### src/rtl/spq_pkg.sv
// Package: widths, scale table, config codes and helpers for the scale pitch quantizer.
`timescale 1ns / 1ps

package spq_pkg;

    localparam int PITCH_W       = 15;
    localparam int NOTE_W        = 7;
    localparam int SCALE_W       = 5;
    localparam int ROOT_W        = 7;
    localparam int CFG_DATA_W    = 7;
    localparam int CFG_IDX_W     = 1;
    localparam int DEG_N         = 12;
    localparam int TABLE_SCALES  = 25;

    localparam int NUM_SCALES_DEF = 25;
    localparam int FRAC_BITS_DEF  = 8;

    localparam logic [ROOT_W-1:0] ROOT_RESET = 7'd69;

    // x / 3 == (x * DIV3_MUL) >> DIV3_SHIFT for x < 2**17
    localparam logic [15:0] DIV3_MUL   = 16'd43691;
    localparam int          DIV3_SHIFT = 17;

    localparam logic [NOTE_W-1:0] NOTE_MAX = 7'd127;

    localparam logic [CFG_IDX_W-1:0] CFG_SCALE_SELECT = 1'b0;
    localparam logic [CFG_IDX_W-1:0] CFG_ROOT_NOTE    = 1'b1;

    typedef logic [DEG_N-1:0] deg_mask_t;
    typedef logic [3:0]       pc_t;

    typedef struct packed {
        deg_mask_t mask;
        pc_t       root_pc;
    } spq_cfg_t;

    localparam deg_mask_t SCALE_MASKS [TABLE_SCALES] = '{
        12'hAB5, 12'h5AD, 12'h2A5, 12'h6AD, 12'h5AB, 12'hAD5, 12'h6B5, 12'h56B, 12'h555,
        12'hFFF, 12'h4E9, 12'h9AD, 12'hAAD, 12'h9B3, 12'h5B3, 12'h9B3, 12'h4CB, 12'hAB3,
        12'h9A3, 12'h5AB, 12'hAB3, 12'hEB5, 12'hEAD, 12'hB35, 12'h6B5
    };

    // note mod 12 by conditional subtraction
    function automatic pc_t pitch_class(input logic [ROOT_W-1:0] note);
        logic [ROOT_W-1:0] v;
        v = note;
        if (v >= 7'd96) v = v - 7'd96;
        if (v >= 7'd48) v = v - 7'd48;
        if (v >= 7'd24) v = v - 7'd24;
        if (v >= 7'd12) v = v - 7'd12;
        return v[3:0];
    endfunction

    // width of (integer semitones + 12 - root class)
    function automatic int x_width(input int frac_bits);
        return (PITCH_W - frac_bits + 1 > 5) ? (PITCH_W - frac_bits + 1) : 5;
    endfunction

    // width of the octave index plus one
    function automatic int q_width(input int frac_bits);
        return x_width(frac_bits) - 3;
    endfunction

    // width of the in-octave offset (degree plus fraction)
    function automatic int off_width(input int frac_bits);
        return 4 + frac_bits;
    endfunction

endpackage

### src/rtl/spq_cfg.sv
// Configuration registers: selected degree mask and root pitch class.
`timescale 1ns / 1ps

module spq_cfg
    import spq_pkg::*;
#(
    parameter int NUM_SCALES = NUM_SCALES_DEF
)(
    input  logic                  clk,
    input  logic                  rst_n,
    input  logic                  cfg_we,
    input  logic [CFG_IDX_W-1:0]  cfg_index,
    input  logic [CFG_DATA_W-1:0] cfg_data,
    output spq_cfg_t              cfg
);

    deg_mask_t mask_reg, mask_next;
    pc_t       pc_reg, pc_next;
    logic [SCALE_W:0] sel_wide;

    assign sel_wide = {1'b0, cfg_data[SCALE_W-1:0]};

    always_comb
    begin
        mask_next = mask_reg;
        pc_next   = pc_reg;
        if (cfg_we)
        begin
            case (cfg_index)
                CFG_SCALE_SELECT:
                begin
                    // out-of-range selects fall back to the first scale
                    if (sel_wide < (SCALE_W + 1)'(NUM_SCALES)
                        && sel_wide < (SCALE_W + 1)'(TABLE_SCALES))
                        mask_next = SCALE_MASKS[cfg_data[SCALE_W-1:0]];
                    else
                        mask_next = SCALE_MASKS[0];
                end
                CFG_ROOT_NOTE:
                    pc_next = pitch_class(cfg_data[ROOT_W-1:0]);
                default:
                begin
                    mask_next = mask_reg;
                    pc_next   = pc_reg;
                end
            endcase
        end
    end

    always_ff @(posedge clk or negedge rst_n)
    begin
        if (!rst_n)
        begin
            mask_reg <= SCALE_MASKS[0];
            pc_reg   <= pitch_class(ROOT_RESET);
        end
        else
        begin
            mask_reg <= mask_next;
            pc_reg   <= pc_next;
        end
    end

    assign cfg.mask    = mask_reg;
    assign cfg.root_pc = pc_reg;

endmodule

### config.mk
export PLATFORM = sky130hd
export DESIGN_NAME = spq_cfg
export DESIGN_NICKNAME = d
export VERILOG_FILES = /design/src/rtl/spq_pkg.sv /design/src/rtl/spq_cfg.sv
export SDC_FILE = /design/constraint.sdc
export NUM_CORES = 1
export LEC_CHECK = 0
export BUFFER_PORTS_ARGS = -buffer_cell sky130_fd_sc_hd__buf_2
export CAP_MARGIN = 30
export CORE_MARGIN = 10
export CORE_UTILIZATION = 45
export CTS_CLUSTER_DIAMETER = 80
export DETAILED_ROUTE_END_ITERATION = 8
export PLACE_DENSITY = 0.64
export SLEW_MARGIN = 20
export SYNTH_ARGS = -nofsm -noshare
export SYNTH_HDL_FRONTEND = slang
export SYNTH_SLANG_ARGS = --single-unit
export TNS_END_PERCENT = 30
### constraint.sdc
create_clock -name clk -period 2.05 [get_ports clk]
set_input_delay 0.5125 -clock clk [delete_from_list [all_inputs] [get_ports clk]]
set_output_delay 0.5125 -clock clk [all_outputs]
set_load 0.05 [all_outputs]
==> flow_summary.json <==
{
  "globalRouteMet3Util_pct": 4.032,
  "yosys_top_cell_by_area": "sky130_fd_sc_hd__dfstp_2",
  "clk_pin_slew_ns": 0.09,
  "synth_seq_area_share_pct": 26.04,
  "die-area_um2": 5983,
  "max_ffs_per_register": 11,
  "worst_ep_arrival_time_ns": 3.26,
  "placement.io_buffers": 25,
  "final-instance-count-excl-fill": 292,
  "worst_ir_drop_vdd_v": 0.0004727,
  "tns_ns": -2.058,
  "cells_after_synthesis": 186,
  "simple_gate_portion_of_the_synthesized_area_pct": 23.92,
  "design_power_total_w": 0.001260,
  "grt_use_met1_pct": 18.67,
  "fmax_mhz": 324.2,
  "power_density_nw_per_um2": 601.0,
  "ys.warnings.count": 0,
  "drc_violations": 0,
  "synth_top_family_by_area": "compound AO/OA/AOI/OAI gates",
  "distinct_cells_synth": 53,
  "detail_route.wl_per_cell_um": 15.09,
  "grtUsageMet2_pct": 24.58,
  "number_of_filler_cells_placed_in_the_layout": 271,
  "ant_nets": 0,
  "setup_viol": 2,
  "fin_crit_ns": 3.084,
  "synth_async_reset_ratio_pct": 100.0,
  "syn_area_um2": 1480,
  "via_count_of_the_first_global_routing_pass": 1649,
  "synth_flop_cell": "sky130_fd_sc_hd__dfstp_2",
  "grt_max_degree": 27,
  "routed_wirelength_um": 4407,
  "count_of_vias_placed_by_the_detailed_router": 1633,
  "grt.busiest_layer": "met2",
  "setup.worst_path.start_class": "input pin",
  "synth.cells.most_frequent": "sky130_fd_sc_hd__nand2_1, sky130_fd_sc_hd__nor2_1, sky130_fd_sc_hd__o21ai_0, sky130_fd_sc_hd__a21oi_1",
  "syn_avg_cell_area_um2": 7.958,
  "syn_to_final_growth_pct": 41.59,
  "synth.ff_latch_count": 15,
  "syn_nets": 207,
  "vias_per_cell": 5.592,
  "share_of_cells_above_drive_strength_1_pct": 39.92,
  "clock_path_buffers": 2,
  "fin_ws_ns": -1.034,
  "path_max_fanout": 3,
  "row_count": 20,
  "outcome": "complete, but fails checks",
  "post-dp-hpwl_um": 3399,
  "ctsRootBufferMaster": "sky130_fd_sc_hd__clkbuf_4",
  "violations": "setup timing",
  "timing.final.max_slew_violations": 0,
  "worst-endpoint-required_ns": 2.23,
  "design.portCount": 27,
  "yosys.area_share.adder_pct": 8.453,
  "min_period_over_period_pct": 150.5,
  "insertedDiodeCount": 0,
  "synthTopCellsByArea": "sky130_fd_sc_hd__dfstp_2, sky130_fd_sc_hd__dfrtp_1, sky130_fd_sc_hd__ha_1",
  "hp-class": "input pin to async pin",
  "place_ws_ns": -1.450,
  "clock_sinks": 15,
  "tritoncts": "done",
  "worstSetupEndpointType": "flop",
  "grt_overflow_total": 0,
  "type_of_the_setup_path_with_the_least_slack": "input pin to flop",
  "drtPass1Iterations": 4,
  "synth-edff-count": 0,
  "numCtsBuffers": 3,
  "grt_antenna_before_repair": 0,
  "dp.cells": 283,
  "grt_usage_pct": 14.91,
  "postCtsHoldBufs": 0,
  "power_leakage_nw": 0.9858,
  "initial_utilization_pct": 47.70,
  "clock_tree.htree_level_count": 1,
  "synth_compound_gate_area_share_pct": 30.26,
  "post-synth-top-count-cell": "sky130_fd_sc_hd__nand2_1",
  "last_weighted_congestion_value_of_the_routability_driven_placer": 0.9489,
  "numnets_final": 270,
  "final.setup_skew_ns": 0,
  "grt_first_pass_wirelength_um": 7686,
  "fp.dieH_um": 77.35,
  "die_x_um": 77.35,
  "core_region_area_um2": 3103,
  "synth.top_cell.area_share_pct": 14.20,
  "first_iter_violations": 158,
  "synthXorXnorAreaFrac_pct": 0.5917,
  "maxCapViolCount": 0,
  "clock_latency_late_sink_ns": 0.29,
  "worst_slew_pin_slew_ns": 0.5390,
  "rsz0062_at_grt": "true",
  "final_hold_viol_count": 0,
  "yosys-mux-area-fraction_pct": 3.466,
  "slew_headroom_pct": 63.14,
  "r2r_setup_slack_ns": 1.05
}
[layer usage]
metal | wire, µm | vias up
li1 | - | 814
met1 | 2087 | 762
met3 | 249 | 8
met4 | 50 | 0
met5 | 0 | -
met2 | 2019 | 49
[power breakdown]
| part | total, W | switching, W | internal [W] |
|---|---|---|---|
| registers | 0.000395 | 0.0000274 | 0.000368 |
| clock network | 0.000172 | 0.0000966 | 0.0000757 |
| logic | 0.000692 | 0.000429 | 0.000263 |
[per-stage QoR]
step                      hold WS, ns  cell area (µm²)  util (%)
after global routing           0.1134             2096     67.54
after floorplan                0.2169             1553         -
after detailed placement       0.4439             1958     63.10
after CTS                      0.1234             2078     66.98
final                          0.1055             2096     67.54
after global placement         0.4419             1958     63.10
[cells in the final DEF (no fill, tap or decap), drive strengths merged, types with 3 or more instances in the layout]
master,netlist,final
nand2,23,23
a22oi,3,3
clkbuf,8,4
nand2b,6,6
a21oi,13,13
buf,4,70
nor2,15,15
inv,10,10
a211oi,5,5
nor3,7,7
a221oi,3,3
and3,3,3
dfrtp,7,7
dfstp,8,8
nor2b,5,5
o31ai,5,5
o21ai,15,15
a2111oi,3,3
mux2i,4,4
ha,10,10
[worst paths after layout]
| path | end | startpoint | cells after the start |
|---|---|---|---|
| max in group asynchronous | pc_reg[3] | rst_n | 1 |
| min in group clk | mask_reg[2] | mask_reg[2] | 2 |
| setup / recovery | pc_reg[2] | cfg_data[2] | 16 |
| hold / removal | mask_reg[10] | rst_n | 1 |
| setup reg to reg | pc_reg[3] | pc_reg[3] | 3 |
| hold reg to reg | mask_reg[2] | mask_reg[2] | 2 |
[kinds of logic after synthesis]
family          Yosys count
compound gates           64
fa+ha+maj                10
flops                    15
mux                       5
xor+xnor                  1
other cells               1
buf+inv                  22
simple gates             68
[cell type report]
type | instances | area [µm²] | share of cell area, %
timing repair buffer | 70 | 491.7 | 23.46
tap | 44 | 55.05 | 2.627
clock buffer | 4 | 26.28 | 1.254
inverter | 10 | 37.54 | 1.791
multi-input combinational | 149 | 1100 | 52.48
sequential | 15 | 385.4 | 18.39
[timing repair]
action	CTS	global route
resized for setup	15	2
setup endpoints to repair	2	2
pin swaps	9	6
cloned	0	0
setup buffers	4	1
[worst max-delay path, stage by stage]
cell	delay, ns
sky130_fd_sc_hd__buf_8	0.10
sky130_fd_sc_hd__nor3_4	0.18
sky130_fd_sc_hd__a31oi_1	0.11
sky130_fd_sc_hd__mux2_4	0.28
sky130_fd_sc_hd__ha_4	0.22
sky130_fd_sc_hd__o21ba_4	0.22
sky130_fd_sc_hd__a221oi_4	0.05
sky130_fd_sc_hd__a2111o_1	0.47
sky130_fd_sc_hd__nand2_1	0.10
sky130_fd_sc_hd__nand2_1	0.06
sky130_fd_sc_hd__ha_2	0.17
sky130_fd_sc_hd__a221oi_2	0.26
sky130_fd_sc_hd__o21ai_2	0.12
sky130_fd_sc_hd__buf_4	0.16
sky130_fd_sc_hd__a32oi_1	0.17
sky130_fd_sc_hd__nand2b_1	0.07
Note: power is estimated with default switching activity, not from simulation.
